[src/hdl/ffa_pkg.sv]
`default_nettype none
package ffa_pkg;

	localparam int HEAP_BYTES_DEF   = 4096;
	localparam int HEADER_BYTES_DEF = 6;

	localparam logic OP_ALLOC = 1'b0;
	localparam logic OP_FREE  = 1'b1;

	localparam logic CFG_ROUND  = 1'b0;
	localparam logic CFG_MSPLIT = 1'b1;

	localparam logic [12:0] MSPLIT_RESET = 13'd8;

	localparam logic [1:0] ST_OK    = 2'd0;
	localparam logic [1:0] ST_NOFIT = 2'd1;
	localparam logic [1:0] ST_ZERO  = 2'd2;
	localparam logic [1:0] ST_RANGE = 2'd3;

	typedef struct packed {
		logic [11:0] offset;
		logic [1:0]  status;
	} res_t;

endpackage
`default_nettype wire

[src/hdl/ffa_ctrl.sv]
`default_nettype none
module ffa_ctrl #(
	parameter int HEAP_BYTES   = ffa_pkg::HEAP_BYTES_DEF,
	parameter int HEADER_BYTES = ffa_pkg::HEADER_BYTES_DEF,
	parameter int AW           = $clog2(HEAP_BYTES + 1)
) (
	input  wire logic          clk,
	input  wire logic          arst_n,
	input  wire logic          start,
	output logic               idle,
	input  wire logic          opcode,
	input  wire logic [11:0]   request_bytes,
	input  wire logic [11:0]   release_offset,
	input  wire logic          round_to_four,
	input  wire logic [12:0]   min_split,
	output logic               done,
	output ffa_pkg::res_t      res,
	input  wire logic          take,
	output logic               re,
	output logic      [AW-1:0] raddr,
	input  wire logic [AW-1:0] rd_len,
	input  wire logic          rd_used,
	input  wire logic [AW-1:0] rd_prev,
	output logic               wa_en,
	output logic      [AW-1:0] wa_addr,
	output logic      [AW-1:0] wa_len,
	output logic               wa_used,
	output logic               wp_en,
	output logic      [AW-1:0] wp_addr,
	output logic      [AW-1:0] wp_prev
);

	localparam int CW = ((AW > 13) ? AW : 13) + 1;
	localparam logic [AW-1:0] H_A   = AW'(HEAP_BYTES);
	localparam logic [AW-1:0] HDR_A = AW'(HEADER_BYTES);

	localparam logic [4:0] S_INIT0  = 5'd0;
	localparam logic [4:0] S_INIT1  = 5'd1;
	localparam logic [4:0] S_IDLE   = 5'd2;
	localparam logic [4:0] S_AW_RD  = 5'd3;
	localparam logic [4:0] S_AW_CHK = 5'd4;
	localparam logic [4:0] S_ASPLIT = 5'd5;
	localparam logic [4:0] S_AMARK  = 5'd6;
	localparam logic [4:0] S_LW_RD  = 5'd7;
	localparam logic [4:0] S_LW_CHK = 5'd8;
	localparam logic [4:0] S_FW_RD  = 5'd9;
	localparam logic [4:0] S_FW_CHK = 5'd10;
	localparam logic [4:0] S_FN_RD  = 5'd11;
	localparam logic [4:0] S_FN_CHK = 5'd12;
	localparam logic [4:0] S_FP_RD  = 5'd13;
	localparam logic [4:0] S_FP_CHK = 5'd14;
	localparam logic [4:0] S_DONE   = 5'd15;

	logic [4:0]    state_q, state_d;
	logic [AW-1:0] pos_q, pos_d;
	logic [CW-1:0] need_q, need_d;
	logic [AW-1:0] old_q, old_d;
	logic [AW-1:0] lf_q, lf_d;
	logic [AW-1:0] h_q, h_d;
	logic [AW-1:0] lenh_q, lenh_d;
	logic [AW-1:0] prevh_q, prevh_d;
	logic [AW-1:0] nx_q, nx_d;
	ffa_pkg::res_t res_q, res_d;

	logic [12:0]   size;
	logic [12:0]   msplit;
	logic [CW-1:0] off_w;
	logic [CW-1:0] rest_w;
	logic [AW:0]   lf_sum;
	logic [AW-1:0] len2;
	logic [AW-1:0] p_next;

	assign idle = (state_q == S_IDLE);
	assign done = (state_q == S_DONE);
	assign res  = res_q;

	always_comb begin
		size = round_to_four ? (({1'b0, request_bytes} + 13'd3) & ~13'd3)
			: {1'b0, request_bytes};
		msplit = (min_split == 13'd0) ? 13'd1 : min_split;
		off_w  = CW'(release_offset);
		rest_w = CW'(rd_len) - need_q;
		lf_sum = {1'b0, lf_q} + {1'b0, rd_len};
		len2   = lenh_q + rd_len;
		p_next = pos_q + rd_len;

		state_d = state_q;
		pos_d   = pos_q;
		need_d  = need_q;
		old_d   = old_q;
		lf_d    = lf_q;
		h_d     = h_q;
		lenh_d  = lenh_q;
		prevh_d = prevh_q;
		nx_d    = nx_q;
		res_d   = res_q;
		re      = 1'b0;
		raddr   = pos_q;
		wa_en   = 1'b0;
		wa_addr = pos_q;
		wa_len  = old_q;
		wa_used = 1'b0;
		wp_en   = 1'b0;
		wp_addr = pos_q;
		wp_prev = old_q;

		case (state_q)
			S_INIT0: begin
				wa_en   = 1'b1;
				wa_addr = '0;
				wa_len  = H_A;
				wa_used = 1'b0;
				wp_en   = 1'b1;
				wp_addr = '0;
				wp_prev = '0;
				state_d = S_INIT1;
			end
			S_INIT1: begin
				// end marker
				wa_en   = 1'b1;
				wa_addr = H_A;
				wa_len  = '0;
				wa_used = 1'b1;
				wp_en   = 1'b1;
				wp_addr = H_A;
				wp_prev = H_A;
				state_d = S_IDLE;
			end
			S_IDLE: begin
				if (start) begin
					res_d.offset = '0;
					res_d.status = ffa_pkg::ST_OK;
					if (opcode == ffa_pkg::OP_ALLOC) begin
						if (size == 13'd0) begin
							res_d.status = ffa_pkg::ST_ZERO;
							state_d      = S_DONE;
						end else begin
							need_d  = CW'(size) + CW'(HEADER_BYTES);
							pos_d   = lf_q;
							state_d = S_AW_RD;
						end
					end else begin
						if (off_w < CW'(HEADER_BYTES) || off_w >= CW'(HEAP_BYTES)) begin
							res_d.status = ffa_pkg::ST_RANGE;
							state_d      = S_DONE;
						end else begin
							h_d     = AW'(off_w - CW'(HEADER_BYTES));
							pos_d   = '0;
							state_d = S_FW_RD;
						end
					end
				end
			end
			S_AW_RD: begin
				if (pos_q >= H_A) begin
					res_d.status = ffa_pkg::ST_NOFIT;
					state_d      = S_DONE;
				end else begin
					re      = 1'b1;
					raddr   = pos_q;
					state_d = S_AW_CHK;
				end
			end
			S_AW_CHK: begin
				if (!rd_used && CW'(rd_len) >= need_q) begin
					old_d = rd_len;
					if (rest_w >= CW'(msplit)) begin
						wa_en   = 1'b1;
						wa_addr = pos_q + need_q[AW-1:0];
						wa_len  = rest_w[AW-1:0];
						wa_used = 1'b0;
						wp_en   = 1'b1;
						wp_addr = pos_q + need_q[AW-1:0];
						wp_prev = need_q[AW-1:0];
						state_d = S_ASPLIT;
					end else begin
						state_d = S_AMARK;
					end
				end else begin
					pos_d   = p_next;
					state_d = S_AW_RD;
				end
			end
			S_ASPLIT, S_AMARK: begin
				wa_en   = 1'b1;
				wa_addr = pos_q;
				wa_len  = (state_q == S_ASPLIT) ? need_q[AW-1:0] : old_q;
				wa_used = 1'b1;
				if (state_q == S_ASPLIT) begin
					wp_en   = 1'b1;
					wp_addr = pos_q + old_q;
					wp_prev = old_q - need_q[AW-1:0];
				end
				res_d.offset = 12'(CW'(pos_q) + CW'(HEADER_BYTES));
				state_d      = (lf_q == pos_q) ? S_LW_RD : S_DONE;
			end
			S_LW_RD: begin
				if (lf_q >= H_A) begin
					lf_d    = H_A;
					state_d = S_DONE;
				end else begin
					re      = 1'b1;
					raddr   = lf_q;
					state_d = S_LW_CHK;
				end
			end
			S_LW_CHK: begin
				if (rd_used) begin
					lf_d    = (lf_sum > {1'b0, H_A}) ? H_A : lf_sum[AW-1:0];
					state_d = S_LW_RD;
				end else begin
					state_d = S_DONE;
				end
			end
			S_FW_RD: begin
				re      = 1'b1;
				raddr   = pos_q;
				state_d = S_FW_CHK;
			end
			S_FW_CHK: begin
				if (pos_q == h_q) begin
					if (!rd_used) begin
						res_d.status = ffa_pkg::ST_RANGE;
						state_d      = S_DONE;
					end else begin
						lenh_d  = rd_len;
						prevh_d = rd_prev;
						if (lf_q > h_q) begin
							lf_d = h_q;
						end
						state_d = S_FN_RD;
					end
				end else if ({1'b0, pos_q} + {1'b0, rd_len} > {1'b0, h_q}) begin
					res_d.status = ffa_pkg::ST_RANGE;
					state_d      = S_DONE;
				end else begin
					pos_d   = p_next;
					state_d = S_FW_RD;
				end
			end
			S_FN_RD: begin
				re      = 1'b1;
				raddr   = h_q + lenh_q;
				state_d = S_FN_CHK;
			end
			S_FN_CHK: begin
				wa_en   = 1'b1;
				wa_addr = h_q;
				wa_used = 1'b0;
				if (!rd_used) begin
					wa_len  = len2;
					lenh_d  = len2;
					wp_en   = 1'b1;
					wp_addr = h_q + len2;
					wp_prev = len2;
					nx_d    = h_q + len2;
				end else begin
					wa_len = lenh_q;
					nx_d   = h_q + lenh_q;
				end
				state_d = (prevh_q != '0) ? S_FP_RD : S_DONE;
			end
			S_FP_RD: begin
				re      = 1'b1;
				raddr   = h_q - prevh_q;
				state_d = S_FP_CHK;
			end
			S_FP_CHK: begin
				if (!rd_used) begin
					wa_en   = 1'b1;
					wa_addr = h_q - prevh_q;
					wa_len  = len2;
					wa_used = 1'b0;
					wp_en   = 1'b1;
					wp_addr = nx_q;
					wp_prev = len2;
				end
				state_d = S_DONE;
			end
			S_DONE: begin
				if (take) begin
					state_d = S_IDLE;
				end
			end
			default: begin
				state_d = S_IDLE;
			end
		endcase
	end

	always_ff @(posedge clk or negedge arst_n) begin
		if (!arst_n) begin
			state_q <= S_INIT0;
			lf_q    <= '0;
		end else begin
			state_q <= state_d;
			lf_q    <= lf_d;
		end
	end

	always_ff @(posedge clk) begin
		pos_q   <= pos_d;
		need_q  <= need_d;
		old_q   <= old_d;
		h_q     <= h_d;
		lenh_q  <= lenh_d;
		prevh_q <= prevh_d;
		nx_q    <= nx_d;
		res_q   <= res_d;
	end

endmodule
`default_nettype wire

[config.mk]
export PLATFORM = sky130hd
export DESIGN_NAME = ffa_ctrl
export DESIGN_NICKNAME = d
export VERILOG_FILES = /design/src/hdl/ffa_pkg.sv /design/src/hdl/ffa_ctrl.sv
export SDC_FILE = /design/constraint.sdc
export NUM_CORES = 1
export LEC_CHECK = 0
export BUFFER_PORTS_ARGS = -buffer_cell sky130_fd_sc_hd__buf_2
export CAP_MARGIN = 20
export CORE_MARGIN = 3
export CORE_UTILIZATION = 30
export CTS_CLUSTER_SIZE = 16
export DETAILED_ROUTE_END_ITERATION = 10
export PLACE_DENSITY = 0.57
export SYNTH_ARGS = -nofsm -noshare
export SYNTH_HDL_FRONTEND = slang
export SYNTH_SLANG_ARGS = --single-unit
[constraint.sdc]
create_clock -name clk -period 12.5 [get_ports clk]
set_input_delay 0.625 -clock clk [delete_from_list [all_inputs] [get_ports clk]]
set_output_delay 0.625 -clock clk [all_outputs]
set_load 0.05 [all_outputs]
==> metrics <==
Power Dens Cells=257 nW/um^2; hold buffer count at cts=0; detailed-route vias per instance=5.93; num ports=155; Finished Cell Area=17000 sq um; Max Fclk=154 MHz; Core Footprint=48200 sq um; wire length per cell=25.7 microns; DRT iter0 DRCs=2033; die width=228 microns; Most used DFF post-synth=edfxtp_1; RR Endpoint=res[1]$_DFFE_PP_; Ys Warns=0; Reg2Reg Setup Slack=6.84 ns; FILL cells=5123; die area=52100 sq um; DRT Pass-1 Iters=7; CTS sink count=123; Area Growth Syn to Fin=14.7%; reg2reg start=pos_q[1]$_DFFE_PP_; Final ANT Viol Nets=0; ys async rst share=13.8%; Worst setup EP type=output port; first-pass GRT wire length=96.6 mm; CTS root buffer=clkbuf_16; Residual DRC=0; final setup margin=5.99 ns; Worst VDD drop=0.000189 V; Vias=15600; fin. max-slew vios=0; Max Cap Violations=0; clk slew on worst S/H paths=0.07 ns; post-synth top area cell=edfxtp_1; vias in the first global route=14500; starting density of the core=30.7%; Port-buffer cells=154; Post-CTS Setup Bufs=0; row count=80; Reg2Reg Depth=18; routed wire length=67.5 mm; diode count=0; PostCTS Resize Cnt=0; GPL Wtd Cong=0.997; final period utilization=52.1%; Final Hold Fails=0; DP HPWL=52.2 mm; Min Clock Period, post-route=6.51 ns; Final Skew=0.0140 ns; total gr overflow=0; largest net degree at the start of global routing=53; initial antenna violation count=0; Cell Area, Synth=14800 sq um; Post-Syn Nets=2064; Setup TNS Final=0 ns; Placement Cell Area=16400 sq um; EDFF count, synth=106; static leakage=7.24 nW; sequential fraction of the synthesis area=24.4%; crit path DAT=5.88 ns; CTS tree=built; Cells after Synth=1818; CTS Buf Count=17; Synth area leaders=edfxtp_1 21%, ha_1 14%, nand2_1 5.6%; H-tree Lvls=4; Hold Path Class=primary input to async pin; status=finished, final reports clean; GRT Util Overall=25.0%; Final setup viols=0; unrepaired setup endpoints after global routing=false; syn avg cell area=8.14 sq um; layout cells sized above 1=13.6%; pre-CTS setup slack=6.32 ns; Worst Max-Slew Pin Slew=1.14 ns; CP Launch Type=flop; Distinct cells, synth=90; share of the synthesized area in the top cell type=21.5%; Max transition margin=23.9%; worst-path maximum fanout=22; die height=228 microns; CP Class=flop to output port; Skew-Pair Late Insertion Delay=0.48 ns; fin nets=2199; CTS max path bufs=2; number of synthesized register bits=123; Crit path required time=11.88 ns
cells in the mapped netlist, types with 15 or more instances:
cell and count:
nand3_1 42, a222oi_1 18, o21ai_0 133, a21oi_1 127, nor4_1 18, nand2b_1 23
xnor2_1 82, o211ai_1 20, a221o_1 15, edfxtp_1 106, nor3_1 40, o21a_1 25
nand2_1 222, nand4_1 16, a31oi_1 18, inv_1 102, and3_1 15, nor2b_1 26
dfrtp_1 17, xor2_1 63, o221ai_1 16, clkbuf_1 50, or3_1 15, a211oi_1 29
a21o_1 44, ha_1 166, nor2_1 132
metal layers:
metal  vias up  wire length [microns]  track usage [%]
met5         -                      0                0
met4         0                   3470             12.6
met3       159                   7550             6.67
met2       929                  28200             36.8
met1      7418                  28300             33.5
li1       7053                      -                -
per-stage QoR:
step	hold slack [ns]	total power [mW]	utilization [%]	cells
floorplan	0.329	2.84	-	1818
global route	0.113	4.59	35.2	2622
finish	0.102	4.37	35.2	2622
global placement	0.615	3.74	33.9	2588
detailed placement	0.610	3.76	33.9	2589
CTS	0.0849	4.32	35.2	2621
sequential cells by signal, indices dropped and copies added (netlist names):
signal,cells
h_q,13
lenh_q,13
lf_q,13
need_q,14
nx_q,13
old_q,13
pos_q,13
prevh_q,13
res,14
state_q,4
report_power, final:
| group | total [mW] | switching (mW) | internal (mW) |
|---|---|---|---|
| Clock | 0.535 | 0.219 | 0.316 |
| Sequential | 0.680 | 0.126 | 0.555 |
| Combinational | 3.15 | 2.25 | 0.903 |
| Total | 4.37 | 2.60 | 1.77 |
cells in the final DEF (no fill, tap or decap), types with 15 or more instances in the layout:
cell type	instances
buf_2	154
clkbuf_16	17
dfrtp_1	17
a21oi_1	127
a21o_1	44
nor4_1	18
nand2b_1	23
nand2_1	222
xnor2_1	82
nor3_1	40
ha_1	166
xor2_1	63
o211ai_1	20
o21ai_0	132
a222oi_1	18
nor2_1	132
a211oi_1	29
or3_1	15
nand3_1	42
a31oi_1	18
a221o_1	15
o221ai_1	16
edfxtp_1	106
nand4_1	16
inv_1	102
nor2b_1	26
buf_4	34
o21a_1	25
and3_1	15
worst max-delay path: stages (launching register included):
cell,delay (ns)
edfxtp_1,0.55
inv_1,0.14
ha_1,0.31
nor2b_1,0.15
o31ai_2,0.35
a21oi_1,0.22
a21oi_1,0.24
o21ai_0,0.15
xor2_1,0.30
ha_1,0.30
a2111oi_0,0.44
o21ai_1,0.14
a211oi_2,0.27
o22ai_2,0.19
and2_1,0.37
buf_4,0.32
a22oi_1,0.39
o211ai_1,0.26
buf_2,0.28
worst max-delay path by stage:
stage / start / to / slack [ns] / depth (start not counted)
floorplan: rd_len[0] / wa_addr[3] / 7.32 / 17
global placement: rd_len[1] / wa_addr[11] / 6.48 / 18
detailed placement: rd_len[1] / wa_addr[11] / 6.32 / 18
CTS: need_q[1]$_DFFE_PP_ / wa_addr[11] / 6.05 / 18
global route: need_q[1]$_DFFE_PP_ / wa_addr[11] / 5.71 / 18
finish: need_q[1]$_DFFE_PP_ / wa_addr[11] / 5.99 / 18
final cells by class:
class | count | area (sq um) | share of cell area, %
well taps | 656 | 821 | 4.83
repair buffers | 190 | 1040 | 6.15
clock buffers | 18 | 429 | 2.53
clock inverters | 14 | 183 | 1.08
inverters | 103 | 387 | 2.28
multi-input cells | 1518 | 10500 | 61.9
flip-flops and latches | 123 | 3610 | 21.2
cell families (layout without fill, tap and decap cells):
kind of cell	Yosys count	after routing	synth area share, %
buffers and inverters	177	325	4.71
AO/OA/AOI/OAI	590	590	27.1
flip-flops	123	123	24.4
XOR/XNOR	146	146	8.69
AND/OR/NAND/NOR	589	589	18.6
multiplexers	16	16	1.13
adder cells (fa/ha/maj)	176	176	15.4
other	1	1	0.0253
No activity file was read; power rests on OpenSTA's default activity.
